==> src/design/protobuf_wire_tokenizer_top_assert.svh <==
// ----------------------------------------------------------------------------
// Assertion macros for the protobuf wire tokenizer
// Shared property forms, clocked on clk and disabled while rst_n is low.
// ----------------------------------------------------------------------------
`ifndef PROTOBUF_WIRE_TOKENIZER_TOP_ASSERT_SVH
`define PROTOBUF_WIRE_TOKENIZER_TOP_ASSERT_SVH

// Consequent must hold in the same cycle as the antecedent.
`define PWT_ASSERT_IMPL(lbl, ante, cons) \
  lbl: assert property (@(posedge clk) disable iff (!rst_n) (ante) |-> (cons)) \
    else $error("pwt: same-cycle property failed");

// Consequent must hold in the cycle after the antecedent.
`define PWT_ASSERT_NEXT(lbl, ante, cons) \
  lbl: assert property (@(posedge clk) disable iff (!rst_n) (ante) |=> (cons)) \
    else $error("pwt: next-cycle property failed");

`endif

==> src/design/pwt_pkg.sv <==
// ----------------------------------------------------------------------------
// pwt_pkg
// Types and codes shared by the protobuf wire tokenizer modules.
// ----------------------------------------------------------------------------
`default_nettype none

package pwt_pkg;

  // Event codes of a result word.
  localparam logic [2:0] EV_TAG     = 3'd0;
  localparam logic [2:0] EV_VARINT  = 3'd1;
  localparam logic [2:0] EV_LENGTH  = 3'd2;
  localparam logic [2:0] EV_PAYLOAD = 3'd3;
  localparam logic [2:0] EV_FIXED   = 3'd4;
  localparam logic [2:0] EV_ERROR   = 3'd5;

  // Error codes.
  localparam logic [1:0] ERR_TRUNCATED = 2'd0;
  localparam logic [1:0] ERR_WIRE_TYPE = 2'd1;
  localparam logic [1:0] ERR_MALFORMED = 2'd2;

  // Accepted wire types.
  localparam logic [2:0] WT_VARINT  = 3'd0;
  localparam logic [2:0] WT_FIXED64 = 3'd1;
  localparam logic [2:0] WT_LEN     = 3'd2;
  localparam logic [2:0] WT_FIXED32 = 3'd5;

  // Index of the tenth varint byte, the last one allowed.
  localparam logic [3:0] VARINT_LAST = 4'd9;

  localparam logic [63:0] FIXED64_BYTES = 64'd8;
  localparam logic [63:0] FIXED32_BYTES = 64'd4;

  typedef struct packed {
    logic [7:0] data_byte;
    logic       last_byte;
  } in_word_t;

  typedef struct packed {
    logic [2:0]  event_res;
    logic [31:0] field_num;
    logic [2:0]  wire_type;
    logic [63:0] value;
    logic [7:0]  payload_byte;
    logic [1:0]  error_code;
    logic        field_done;
    logic        buffer_end;
  } result_t;

endpackage

`default_nettype wire

==> src/design/pwt_intf.sv <==
// ----------------------------------------------------------------------------
// pwt channel interfaces
// Valid/ready channels for buffer bytes in and tokenizer results out.
// ----------------------------------------------------------------------------
`default_nettype none

interface pwt_in_if;
  logic       valid;
  logic       ready;
  logic [7:0] data_byte;
  logic       last_byte;

  modport source (output valid, output data_byte, output last_byte, input ready);
  modport sink   (input valid, input data_byte, input last_byte, output ready);
endinterface

interface pwt_out_if;
  logic        valid;
  logic        ready;
  logic [2:0]  event_res;
  logic [31:0] field_num;
  logic [2:0]  wire_type;
  logic [63:0] value;
  logic [7:0]  payload_byte;
  logic [1:0]  error_code;
  logic        field_done;
  logic        buffer_end;

  modport source (output valid, output event_res, output field_num, output wire_type,
                  output value, output payload_byte, output error_code, output field_done,
                  output buffer_end, input ready);
  modport sink   (input valid, input event_res, input field_num, input wire_type,
                  input value, input payload_byte, input error_code, input field_done,
                  input buffer_end, output ready);
endinterface

`default_nettype wire

==> src/design/protobuf_wire_tokenizer_top.sv <==
// ----------------------------------------------------------------------------
// protobuf_wire_tokenizer_top
// Byte-serial tokenizer for protobuf wire-format buffers.
//
//   Channel  Dir  Word contents
//   in_ch    in   data_byte, last_byte (end of buffer)
//   out_ch   out  event_res, field_num, wire_type, value, payload_byte,
//                 error_code, field_done, buffer_end
//
// One byte is accepted per clock while out_ch does not stall; the decoder
// step, which lies between the input and output registers, sets that rate.
// Bytes that produce no result (inner varint and fixed bytes, drained bytes)
// leave nothing on out_ch. A stall on out_ch holds the input register and
// then in_ch. Reset (rst_n low, synchronous) empties both registers and
// returns the decoder to expecting a key.
// ----------------------------------------------------------------------------
`default_nettype none

module protobuf_wire_tokenizer_top (
  input  wire logic clk,
  input  wire logic rst_n,
  pwt_in_if.sink    in_ch,
  pwt_out_if.source out_ch
);

  logic              s1_valid;
  pwt_pkg::in_word_t s1_word;
  logic              out_free;
  logic              step;
  logic              has_res;
  pwt_pkg::result_t  res;

  assign step = s1_valid && out_free;

  pwt_in_stage u_in_stage (
    .clk   (clk),
    .rst_n (rst_n),
    .take  (step),
    .in_ch (in_ch),
    .valid (s1_valid),
    .word  (s1_word)
  );

  pwt_core u_core (
    .clk     (clk),
    .rst_n   (rst_n),
    .step    (step),
    .word    (s1_word),
    .has_res (has_res),
    .res     (res)
  );

  pwt_out_stage u_out_stage (
    .clk     (clk),
    .rst_n   (rst_n),
    .step    (step),
    .has_res (has_res),
    .res     (res),
    .free    (out_free),
    .out_ch  (out_ch)
  );

endmodule

`default_nettype wire

==> src/design/pwt_in_stage.sv <==
// ----------------------------------------------------------------------------
// pwt_in_stage
// Input register: holds one buffer byte until the core consumes it.
// ----------------------------------------------------------------------------
`default_nettype none

module pwt_in_stage (
  input  wire logic             clk,
  input  wire logic             rst_n,
  input  wire logic             take,
  pwt_in_if.sink                in_ch,
  output logic                  valid,
  output pwt_pkg::in_word_t     word
);

  logic              valid_r;
  pwt_pkg::in_word_t word_r;

  assign in_ch.ready = !valid_r || take;
  assign valid       = valid_r;
  assign word        = word_r;

  always_ff @(posedge clk) begin
    if (!rst_n) begin
      valid_r <= 1'b0;
    end else if (in_ch.valid && in_ch.ready) begin
      valid_r <= 1'b1;
    end else if (take) begin
      valid_r <= 1'b0;
    end
  end

  always_ff @(posedge clk) begin
    if (in_ch.valid && in_ch.ready) begin
      word_r.data_byte <= in_ch.data_byte;
      word_r.last_byte <= in_ch.last_byte;
    end
  end

endmodule

`default_nettype wire

==> src/design/pwt_core.sv <==
// ----------------------------------------------------------------------------
// pwt_core
// Tokenizer state machine: decodes one byte per step into at most one result.
// ----------------------------------------------------------------------------
`default_nettype none

`include "protobuf_wire_tokenizer_top_assert.svh"

module pwt_core (
  input  wire logic              clk,
  input  wire logic              rst_n,
  input  wire logic              step,
  input  wire pwt_pkg::in_word_t word,
  output logic                   has_res,
  output pwt_pkg::result_t       res
);

  typedef enum logic [2:0] {
    PH_TAG,
    PH_VALUE,
    PH_LENGTH,
    PH_PAYLOAD,
    PH_FIXED,
    PH_DRAIN
  } phase_t;

  phase_t      phase_r, phase_nxt;
  logic [63:0] acc_r, acc_nxt;
  logic [3:0]  cnt_r, cnt_nxt;
  logic [63:0] rem_r, rem_nxt;
  logic [31:0] held_fn_r, held_fn_nxt;
  logic [2:0]  held_wt_r, held_wt_nxt;

  // Varint byte folding.
  logic [3:0]  n_eff;
  logic [5:0]  sh;
  logic [63:0] acc_f;
  logic        malformed;
  logic        more;
  logic [3:0]  cnt_f;

  logic        is_err;
  logic [2:0]  key_wt;
  logic        wt_ok;

  logic        fixed_rem_ok;
  logic        no_acc_phase;
  logic        held_wt_ok;

  always_comb begin
    n_eff     = (cnt_r > pwt_pkg::VARINT_LAST) ? pwt_pkg::VARINT_LAST : cnt_r;
    sh        = 6'({n_eff, 3'b000} - {3'b000, n_eff});
    acc_f     = acc_r | ({57'd0, word.data_byte[6:0]} << sh);
    malformed = word.data_byte[7] && (n_eff == pwt_pkg::VARINT_LAST);
    more      = word.data_byte[7] && !malformed;
    cnt_f     = more ? (n_eff + 4'd1) : n_eff;
    key_wt    = acc_f[2:0];
    wt_ok     = (key_wt == pwt_pkg::WT_VARINT) || (key_wt == pwt_pkg::WT_FIXED64) ||
                (key_wt == pwt_pkg::WT_LEN) || (key_wt == pwt_pkg::WT_FIXED32);
  end

  always_comb begin
    phase_nxt   = phase_r;
    acc_nxt     = acc_r;
    cnt_nxt     = cnt_r;
    rem_nxt     = rem_r;
    held_fn_nxt = held_fn_r;
    held_wt_nxt = held_wt_r;
    is_err      = 1'b0;

    has_res          = 1'b0;
    res.event_res    = pwt_pkg::EV_TAG;
    res.field_num    = held_fn_r;
    res.wire_type    = held_wt_r;
    res.value        = '0;
    res.payload_byte = '0;
    res.error_code   = pwt_pkg::ERR_TRUNCATED;
    res.field_done   = 1'b0;
    res.buffer_end   = word.last_byte;

    case (phase_r)
      PH_TAG: begin
        acc_nxt          = acc_f;
        cnt_nxt          = cnt_f;
        res.field_num    = acc_f[34:3];
        res.wire_type    = key_wt;
        if (malformed) begin
          is_err         = 1'b1;
          res.error_code = pwt_pkg::ERR_MALFORMED;
        end else if (more) begin
          is_err = word.last_byte;
        end else if (!wt_ok) begin
          is_err         = 1'b1;
          res.error_code = pwt_pkg::ERR_WIRE_TYPE;
        end else if (word.last_byte) begin
          is_err = 1'b1;
        end else begin
          has_res     = 1'b1;
          held_fn_nxt = acc_f[34:3];
          held_wt_nxt = key_wt;
          acc_nxt     = '0;
          cnt_nxt     = '0;
          if (key_wt == pwt_pkg::WT_VARINT) begin
            phase_nxt = PH_VALUE;
          end else if (key_wt == pwt_pkg::WT_LEN) begin
            phase_nxt = PH_LENGTH;
          end else begin
            phase_nxt = PH_FIXED;
            rem_nxt   = (key_wt == pwt_pkg::WT_FIXED64) ? pwt_pkg::FIXED64_BYTES
                                                        : pwt_pkg::FIXED32_BYTES;
          end
        end
      end
      PH_VALUE, PH_LENGTH: begin
        acc_nxt = acc_f;
        cnt_nxt = cnt_f;
        if (malformed) begin
          is_err         = 1'b1;
          res.error_code = pwt_pkg::ERR_MALFORMED;
        end else if (more) begin
          is_err = word.last_byte;
        end else if (phase_r == PH_VALUE) begin
          has_res        = 1'b1;
          res.event_res  = pwt_pkg::EV_VARINT;
          res.value      = acc_f;
          res.field_done = 1'b1;
          phase_nxt      = PH_TAG;
          acc_nxt        = '0;
          cnt_nxt        = '0;
        end else if (acc_f == '0) begin
          // A zero length closes the field on the length itself.
          has_res        = 1'b1;
          res.event_res  = pwt_pkg::EV_LENGTH;
          res.field_done = 1'b1;
          phase_nxt      = PH_TAG;
          acc_nxt        = '0;
          cnt_nxt        = '0;
        end else if (word.last_byte) begin
          is_err = 1'b1;
        end else begin
          has_res       = 1'b1;
          res.event_res = pwt_pkg::EV_LENGTH;
          res.value     = acc_f;
          rem_nxt       = acc_f;
          phase_nxt     = PH_PAYLOAD;
          acc_nxt       = '0;
          cnt_nxt       = '0;
        end
      end
      PH_PAYLOAD: begin
        res.payload_byte = word.data_byte;
        if (rem_r <= 64'd1) begin
          has_res        = 1'b1;
          res.event_res  = pwt_pkg::EV_PAYLOAD;
          res.field_done = 1'b1;
          rem_nxt        = '0;
          phase_nxt      = PH_TAG;
        end else if (word.last_byte) begin
          is_err = 1'b1;
        end else begin
          has_res       = 1'b1;
          res.event_res = pwt_pkg::EV_PAYLOAD;
          rem_nxt       = rem_r - 64'd1;
        end
      end
      PH_FIXED: begin
        if (rem_r <= 64'd1) begin
          has_res        = 1'b1;
          res.event_res  = pwt_pkg::EV_FIXED;
          res.field_done = 1'b1;
          rem_nxt        = '0;
          phase_nxt      = PH_TAG;
        end else if (word.last_byte) begin
          is_err = 1'b1;
        end else begin
          rem_nxt = rem_r - 64'd1;
        end
      end
      default: begin
      end
    endcase

    // An error drains the rest of the buffer; a buffer end restarts field decoding.
    if (is_err) begin
      has_res       = 1'b1;
      res.event_res = pwt_pkg::EV_ERROR;
      res.value     = '0;
      phase_nxt     = word.last_byte ? PH_TAG : PH_DRAIN;
      acc_nxt       = '0;
      cnt_nxt       = '0;
    end else if (word.last_byte) begin
      phase_nxt = PH_TAG;
      acc_nxt   = '0;
      cnt_nxt   = '0;
    end
  end

  always_ff @(posedge clk) begin
    if (!rst_n) begin
      phase_r   <= PH_TAG;
      acc_r     <= '0;
      cnt_r     <= '0;
      rem_r     <= '0;
      held_fn_r <= '0;
      held_wt_r <= '0;
    end else if (step) begin
      phase_r   <= phase_nxt;
      acc_r     <= acc_nxt;
      cnt_r     <= cnt_nxt;
      rem_r     <= rem_nxt;
      held_fn_r <= held_fn_nxt;
      held_wt_r <= held_wt_nxt;
    end
  end

  assign fixed_rem_ok = (rem_r != 64'd0) && (rem_r <= pwt_pkg::FIXED64_BYTES);
  assign no_acc_phase = (phase_r == PH_PAYLOAD) || (phase_r == PH_FIXED) ||
                        (phase_r == PH_DRAIN);
  assign held_wt_ok   = (held_wt_r == pwt_pkg::WT_VARINT) || (held_wt_r == pwt_pkg::WT_FIXED64) ||
                        (held_wt_r == pwt_pkg::WT_LEN) || (held_wt_r == pwt_pkg::WT_FIXED32);

  `PWT_ASSERT_IMPL(a_payload_left, phase_r == PH_PAYLOAD, rem_r != 64'd0)
  `PWT_ASSERT_IMPL(a_fixed_left, phase_r == PH_FIXED, fixed_rem_ok)
  `PWT_ASSERT_IMPL(a_acc_idle, no_acc_phase, (acc_r == 64'd0) && (cnt_r == 4'd0))
  `PWT_ASSERT_NEXT(a_last_to_tag, step && word.last_byte, phase_r == PH_TAG)
  `PWT_ASSERT_IMPL(a_held_wt_ok, 1'b1, held_wt_ok)

endmodule

`default_nettype wire

==> src/design/pwt_out_stage.sv <==
// ----------------------------------------------------------------------------
// pwt_out_stage
// Output register: holds one result word until the sink takes it.
// ----------------------------------------------------------------------------
`default_nettype none

module pwt_out_stage (
  input  wire logic             clk,
  input  wire logic             rst_n,
  input  wire logic             step,
  input  wire logic             has_res,
  input  wire pwt_pkg::result_t res,
  output logic                  free,
  pwt_out_if.source             out_ch
);

  logic             valid_r;
  pwt_pkg::result_t res_r;

  // The register can load when empty or when its word leaves this cycle.
  assign free = !valid_r || out_ch.ready;

  always_ff @(posedge clk) begin
    if (!rst_n) begin
      valid_r <= 1'b0;
    end else if (free) begin
      valid_r <= step && has_res;
    end
  end

  always_ff @(posedge clk) begin
    if (free && step && has_res) begin
      res_r <= res;
    end
  end

  assign out_ch.valid        = valid_r;
  assign out_ch.event_res    = res_r.event_res;
  assign out_ch.field_num    = res_r.field_num;
  assign out_ch.wire_type    = res_r.wire_type;
  assign out_ch.value        = res_r.value;
  assign out_ch.payload_byte = res_r.payload_byte;
  assign out_ch.error_code   = res_r.error_code;
  assign out_ch.field_done   = res_r.field_done;
  assign out_ch.buffer_end   = res_r.buffer_end;

endmodule

`default_nettype wire

==> src/flat_wrapper.sv <==
// flat-port wrapper written by rule: the top's interface ports become plain ports
module protobuf_wire_tokenizer_top_flat 
  (clk, rst_n, in_ch_valid, in_ch_data_byte, in_ch_last_byte, in_ch_ready, out_ch_valid, out_ch_event_res, out_ch_field_num, out_ch_wire_type, out_ch_value, out_ch_payload_byte, out_ch_error_code, out_ch_field_done, out_ch_buffer_end, out_ch_ready);
  pwt_in_if in_ch_i ();
  pwt_out_if out_ch_i ();
  input  wire logic clk;
  input  wire logic rst_n;
  input wire logic [$bits(in_ch_i.valid)-1:0] in_ch_valid;
  input wire logic [$bits(in_ch_i.data_byte)-1:0] in_ch_data_byte;
  input wire logic [$bits(in_ch_i.last_byte)-1:0] in_ch_last_byte;
  output wire logic [$bits(in_ch_i.ready)-1:0] in_ch_ready;
  output wire logic [$bits(out_ch_i.valid)-1:0] out_ch_valid;
  output wire logic [$bits(out_ch_i.event_res)-1:0] out_ch_event_res;
  output wire logic [$bits(out_ch_i.field_num)-1:0] out_ch_field_num;
  output wire logic [$bits(out_ch_i.wire_type)-1:0] out_ch_wire_type;
  output wire logic [$bits(out_ch_i.value)-1:0] out_ch_value;
  output wire logic [$bits(out_ch_i.payload_byte)-1:0] out_ch_payload_byte;
  output wire logic [$bits(out_ch_i.error_code)-1:0] out_ch_error_code;
  output wire logic [$bits(out_ch_i.field_done)-1:0] out_ch_field_done;
  output wire logic [$bits(out_ch_i.buffer_end)-1:0] out_ch_buffer_end;
  input wire logic [$bits(out_ch_i.ready)-1:0] out_ch_ready;
  assign in_ch_i.valid = in_ch_valid;
  assign in_ch_i.data_byte = in_ch_data_byte;
  assign in_ch_i.last_byte = in_ch_last_byte;
  assign in_ch_ready = in_ch_i.ready;
  assign out_ch_valid = out_ch_i.valid;
  assign out_ch_event_res = out_ch_i.event_res;
  assign out_ch_field_num = out_ch_i.field_num;
  assign out_ch_wire_type = out_ch_i.wire_type;
  assign out_ch_value = out_ch_i.value;
  assign out_ch_payload_byte = out_ch_i.payload_byte;
  assign out_ch_error_code = out_ch_i.error_code;
  assign out_ch_field_done = out_ch_i.field_done;
  assign out_ch_buffer_end = out_ch_i.buffer_end;
  assign out_ch_i.ready = out_ch_ready;
  protobuf_wire_tokenizer_top u_core (.clk(clk), .rst_n(rst_n), .in_ch(in_ch_i), .out_ch(out_ch_i));
endmodule
==> config.mk <==
export PLATFORM = sky130hd
export DESIGN_NAME = protobuf_wire_tokenizer_top_flat
export DESIGN_NICKNAME = d
export VERILOG_FILES = /design/src/design/pwt_pkg.sv /design/src/design/pwt_intf.sv /design/src/design/protobuf_wire_tokenizer_top.sv /design/src/design/pwt_in_stage.sv /design/src/design/pwt_core.sv /design/src/design/pwt_out_stage.sv /design/src/flat_wrapper.sv
export VERILOG_INCLUDE_DIRS = /design/src /design/src/design
export SDC_FILE = /design/constraint.sdc
export NUM_CORES = 1
export LEC_CHECK = 0
export BUFFER_PORTS_ARGS = -buffer_cell sky130_fd_sc_hd__buf_4
export CORE_MARGIN = 8
export CORE_UTILIZATION = 45
export DETAILED_ROUTE_END_ITERATION = 10
export GPL_TIMING_DRIVEN = 0
export PLACE_DENSITY = 0.69
export SLEW_MARGIN = 20
export SYNTH_ARGS = -nofsm -noshare
export SYNTH_HDL_FRONTEND = slang
export SYNTH_SLANG_ARGS = --single-unit
==> constraint.sdc <==
create_clock -name clk -period 13.8 [get_ports clk]
set_clock_uncertainty 0.05 [all_clocks]
set_input_delay 2.76 -clock clk [delete_from_list [all_inputs] [get_ports clk]]
set_output_delay 2.76 -clock clk [all_outputs]
set_load 0.1 [all_outputs]
# [Word-level counts from Yosys, hierarchy flattened]
# Index checks and enable logic that the tools add are counted.
[op_classes] bitwise_logic=5 n_mul=0 n_div=0 order_cmp=2 reduce_logical=29 n_eq_ne=26 n_mux=94 shift=1 add_sub_neg=3
[ops] op="2-to-1 mux 64 bit" n=23
[ops] op="case mux 64 bit (3 select lines)" n=1
[ops] op="case mux 64 bit (2 select lines)" n=1
[ops] op="<= comparator 64 x 1 -> 1 bit, second input constant" n=1
[ops] op="zero test 64 bit" n=1
[ops] op="bitwise OR 64 bit" n=1
[ops] op="<< shifter 7 x 6 -> 64 bit" n=1
[ops] op="subtractor 64 x 1 -> 64 bit, second input constant" n=1
[ops] op="2-to-1 mux 4 bit" n=10
[ops] op="2-to-1 mux 3 bit" n=12
[ops] op="2-to-1 mux 35 bit" n=1
[ops] op="2-to-1 mux 1 bit" n=28
[ops] op="2-to-1 mux 2 bit" n=11
[ops] op="!= test 2 bit, second input constant" n=11
[ops] op="!= test 4 x 3 -> 1 bit, second input constant" n=5
[ops] op="case mux 3 bit (3 select lines)" n=2
[ops] op="AND reduction 14 bit" n=1
[ops] op="== test 3 x 2 -> 1 bit, second input constant" n=3
[ops] op="case mux 4 bit (2 select lines)" n=1
[ops] op="AND reduction 8 bit" n=1
[ops] op="logical AND 1 bit" n=7
[ops] op="== test 3 x 1 -> 1 bit, second input constant" n=2
[ops] op="== test 3 bit, second input constant" n=2
[ops] op="zero test 3 bit" n=2
[ops] op="other kinds (21)" n=31
[word_totals] ramBits=0 rom_bits=0 latchBits=0 memories=0 register_bits=295 wordCells=178 output_inout_bits=116

# [Depth between registers and ports, before layout]
[logic_depth] ltp_word=15 depth_mapped=21 depth_no_buf=15

# [Hierarchy]
# From an unflattened synthesis, not the netlist that was laid out.
[unflattened] cells_unflattened=1721 hier_area_um2=14813.0
[by_module_without_submodules] mod="pwt_core" instances=1 seq_area_each_um2=3403.3 area_per_inst_um2=10990.5 cells_each=1587
[by_module_without_submodules] mod="pwt_out_stage" instances=1 seq_area_each_um2=3443.3 area_per_inst_um2=3488.3 cells_each=119
[by_module_without_submodules] mod="pwt_in_stage" instances=1 seq_area_each_um2=290.3 area_per_inst_um2=327.8 cells_each=14
[by_module_without_submodules] mod="protobuf_wire_tokenizer_top" instances=1 seq_area_each_um2=0.0 area_per_inst_um2=6.3 cells_each=1

# [Least setup slack after synthesis]
# Ideal clock, no wire load.
[synth_path] kind="input to register" start="input port out_ch_ready" end="register u_core.u_out_stage.res_r (netlist bit u_core.u_out_stage.out_ch.buffer_end), enable pin" t_arrival_ps=8943 t_required_ps=13093 slack_ps=4150 cell_stages=4 path_cell_list="nor2b_1 > nor2b_1 > nand2_1 > a31oi_1"
[synth_between] elab_chain_len=4
[synth_lines] item="start, declared" line_no="flat_wrapper.sv:21" text="input wire logic [$bits(out_ch_i.ready)-1:0] out_ch_ready;"
[synth_lines] item="logical OR 1 bit *" line_no="pwt_out_stage.sv:21" text="assign free = !valid_r || out_ch.ready;"
[synth_lines] item="logical AND 1 bit" line_no="protobuf_wire_tokenizer_top.sv:33" text="assign step = s1_valid && out_free;"
[synth_lines] item="logical AND 1 bit * (2 in a row)" line_no="pwt_out_stage.sv:32" text="if (free && step && has_res) begin"
[synth_lines] item="end signal, assigned" line_no="pwt_out_stage.sv:33" text="res_r <= res;"
[synth_lines] item="end, declared" line_no="pwt_out_stage.sv:18" text="pwt_pkg::result_t res_r;"
# Every way passes the cells marked *; elsewhere a longest branch is shown, timed or not.
# A chain may end at the register's enable or synchronous reset.

# [Worst setup path in the final report]
[layout_path] start="input port out_ch_ready" end="output port in_ch_ready"
[layout_between] elab_chain_len=3
[layout_lines] item="logical OR 1 bit" line_no="pwt_out_stage.sv:21"
[layout_lines] item="logical AND 1 bit" line_no="protobuf_wire_tokenizer_top.sv:33"
[layout_lines] item="logical OR 1 bit" line_no="pwt_in_stage.sv:19" text="assign in_ch.ready = !valid_r || take;"
[layout_lines] item="end, declared" line_no="flat_wrapper.sv:11" text="output wire logic [$bits(in_ch_i.ready)-1:0] in_ch_ready;"
# Every way passes these cells.

==> summary.txt <==
Power and ir drop
  – Sw Ratio: 0.334
  – Cell Pwr Density: 139 nW/µm²
  – Max VDD drop: 0.0000904 V
  – Pint: 1.60 mW
  – NetSw: 803 µW
  – Reg power frac: 0.402
  – Static Leak: 6.32 nW
  – Clock Power Share: 0.375
  – Comb pwr share: 0.223

Final layout
  – # fillers: 3001
  – Antenna Cells: 0
  – Synth-to-Final Area Change: 18.9%
  – Final nets: 1800
  – Final cell count without fillers: 2215
  – Fraction of layout instances using a drive strength above 1: 0.162

Worst setup path
  – CP Data Required Time: 10990 ps
  – WS Path Type: in -> out
  – CP startpoint kind: input port
  – Critical path cell sequence: buf_4 > nor2b_1 > nand2_1 > buf_4
  – Largest stage delay, worst path: 240 ps
  – Critical path fanouts, max: 4
  – CP arrival: 3440 ps
  – Worst Setup End Kind: primary output
  – Cell repeated most along the worst path: buf_4
  – CP max-delay cell: buf_4

GRT
  – GRT Total Usage: 0.273
  – Largest net degree at the start of global routing: 26
  – First-pass GRT wire length: 81500 µm
  – Vias in the first global route: 13300
  – Total grt overflow: 0
  – Antenna violations before repair: 1

Yosys
  – Synth Instances: 1610
  – Distinct cells, synth: 100
  – Post-synth EDFFs: 123
  – Yosys warning count: 0
  – Seq/Total Area, Yosys: 0.489
  – Flop and latch count out of synthesis: 295
  – Top_reg_cell synth: dfxtp_1
  – Syn Area/Cell: 9.06 µm²
  – Post-synth ARST share: 0
  – Mapped Nets: 1629
  – Netlist Area Pre-Place: 14600 µm²

Floorplan
  – Row count: 66
  – Die Y: 196 µm
  – Full die area: 38400 µm²
  – Die X: 196 µm
  – I/O pin cnt: 129
  – Initial Util: 0.453
  – Total core area: 32200 µm²

Placed design
  – Number of I/O port buffers: 127
  – RePlAce Congestion: 0.980
  – Cells after DPL: 2152
  – DP Wirelength: 39300 µm

STA
  – Final Max Tran Viols: 0
  – Worst-Margin Slew: 1220 ps
  – Hold_ws: 408 ps
  – Setup violations, final: 0
  – Achievable frequency: 0.160 GHz
  – Worst slew margin: 0.181
  – RSZ-0062 raised after global routing: false
  – Crit share post-route: 0.453
  – Min Clock Period, post-route: 6250 ps
  – Hold Violations, Final: 0
  – Sum of negative setup slack: 0 ps

Drt
  – Via count: 13900
  – Drt total wl: 53900 µm
  – Final ANT Viol Nets: 0
  – DR WL/cell: 24.3 µm
  – First drt pass iteration count: 5
  – Initial drt markers: 1794
  – Vias per Instance: 6.27
  – Post-route DRC violation count: 0

Clock tree
  – Cts bufs inserted: 34
  – Root buffer cell: clkbuf_16
  – Clock sinks: 295
  – Max Buffers Root-to-Sink: 3
  – H-tree depth: 2
  – CTS tree: built
  – Worst skew pair latency: 530 ps
  – Post-CTS sizing: 0
  – Worst-path clk slew: 60 ps
  – Hold_buf cts: 0
  – Post CTS Setup Buffer Count: 0

Outcome
  – Status: finished clean

Flow run
  – Max-cap violations: 0

Min path
  – Hold crit path type: reg -> reg
-- worst paths after layout --
kind / from / end / slack [ps] / cells past startpoint
worst max-delay path: out_ch_ready / in_ch_ready / 7550 / 4
worst min-delay path: u_core.u_core.acc_r[27] / u_core.u_core.acc_r[27] / 410 / 2
worst max register to register: u_core.u_core.cnt_r[1] / u_core.u_out_stage.out_ch.value[42] / 7600 / 20
worst min register to register: u_core.u_core.acc_r[27] / u_core.u_core.acc_r[27] / 410 / 2
-- registers in the layout (all words and copies together), names as in the netlist, 4 cells and up --
| name | cells |
|---|---|
| u_core.u_core.acc_r | 64 |
| u_core.u_core.cnt_r | 4 |
| u_core.u_core.held_fn_r | 32 |
| u_core.u_core.rem_r | 64 |
| u_core.u_in_stage.word | 9 |
| u_core.u_out_stage.out_ch.field_num | 32 |
| u_core.u_out_stage.out_ch.payload_byte | 8 |
| u_core.u_out_stage.out_ch.value | 64 |
-- synth_stat cells (17+ instances only) --
cell,count,area (µm²)
o22ai_1,43,269
edfxtp_1,123,3690
nor2b_1,17,106
a31oi_1,18,113
o21ai_1,30,150
a211oi_1,36,270
buf_2,27,135
clkbuf_1,74,278
dfxtp_1,172,3440
nand2_1,157,589
o21ai_0,79,395
nand3_1,32,160
o211ai_1,26,195
nor2_1,236,886
a21oi_1,151,756
nand2b_1,31,194
and3_1,17,106
nor4_1,21,131
nor3_1,33,165
-- metrics by stage --
step	instance area, µm²	utilization	power [mW]	worst slack (ps)
floorplan	14600	-	1.37	4150
global placement	16000	0.498	1.51	712
detailed placement	16200	0.504	1.51	7560
CTS	17300	0.538	2.40	7550
global route	17300	0.538	2.47	7210
finish	17300	0.538	2.40	7550
-- worst max-delay path, delay by kind of cell --
kind	cells	cell delay (ps)
buffers and inverters	2	350
AND/OR/NAND/NOR	2	330
-- cells by family (layout without fill, tap and decap cells) --
| group | Yosys count | in the layout | share of synthesized area |
|---|---|---|---|
| XOR/XNOR | 22 | 22 | 0.0145 |
| buffers and inverters | 141 | 338 | 0.0449 |
| multiplexers | 18 | 18 | 0.0135 |
| AO/OA/AOI/OAI | 511 | 511 | 0.230 |
| flip-flops | 295 | 295 | 0.489 |
| AND/OR/NAND/NOR | 617 | 617 | 0.202 |
| adder cells (fa/ha/maj) | 6 | 6 | 0.00515 |
-- cell type report --
class                           count  area, µm²  area share
Inverter                           19       71.3     0.00411
Buffer                            122        583      0.0336
Multi-Input combinational cell   1174       6830       0.394
Clock inverter                     15        150     0.00866
Timing Repair Buffer              135       1110      0.0639
Clock buffer                       47        951      0.0548
Sequential cell                   295       7140       0.412
Tap cell                          408        510      0.0294
-- power by group through the flow --
| stage | logic, mW | registers [mW] | clock network [mW] |
|---|---|---|---|
| 4_1_cts | 0.531 | 0.966 | 0.906 |
| 2_1_floorplan | 0.208 | 1.16 | 0 |
| 3_3_place_gp | 0.514 | 0.994 | 0 |
| 5_1_grt | 0.564 | 0.968 | 0.938 |
| 6_report | 0.536 | 0.965 | 0.901 |
| 3_5_place_dp | 0.529 | 0.984 | 0 |
-- metal layers --
metal,wire length [µm],up-vias,global-route usage
li1,-,6280,-
met1,22000,6685,0.365
met2,24700,784,0.432
met3,4890,148,0.0464
met4,2260,2,0.117
met5,11,-,0
-- cells in the final DEF, fill, tap and decap left out, types with 15 or more instances in the layout --
master     netlist  final
nor2_1         236    236
dfxtp_1        172    172
nand2_1        157    157
a21oi_1        151    151
buf_4            8    136
edfxtp_1       123    123
clkbuf_1        74     83
o21ai_0         79     79
o22ai_1         43     43
a211oi_1        36     36
clkbuf_16        0     35
nand3_1         32     32
nor3_1          33     32
nand2b_1        31     31
o21ai_1         30     30
buf_2           27     28
o211ai_1        26     26
nor4_1          21     21
nor2b_1         17     17
and3_1          17     17
inv_1           15     15
a31oi_1         18     15
xnor2_1         15     15
Note: power is estimated with default switching activity, not from simulation.
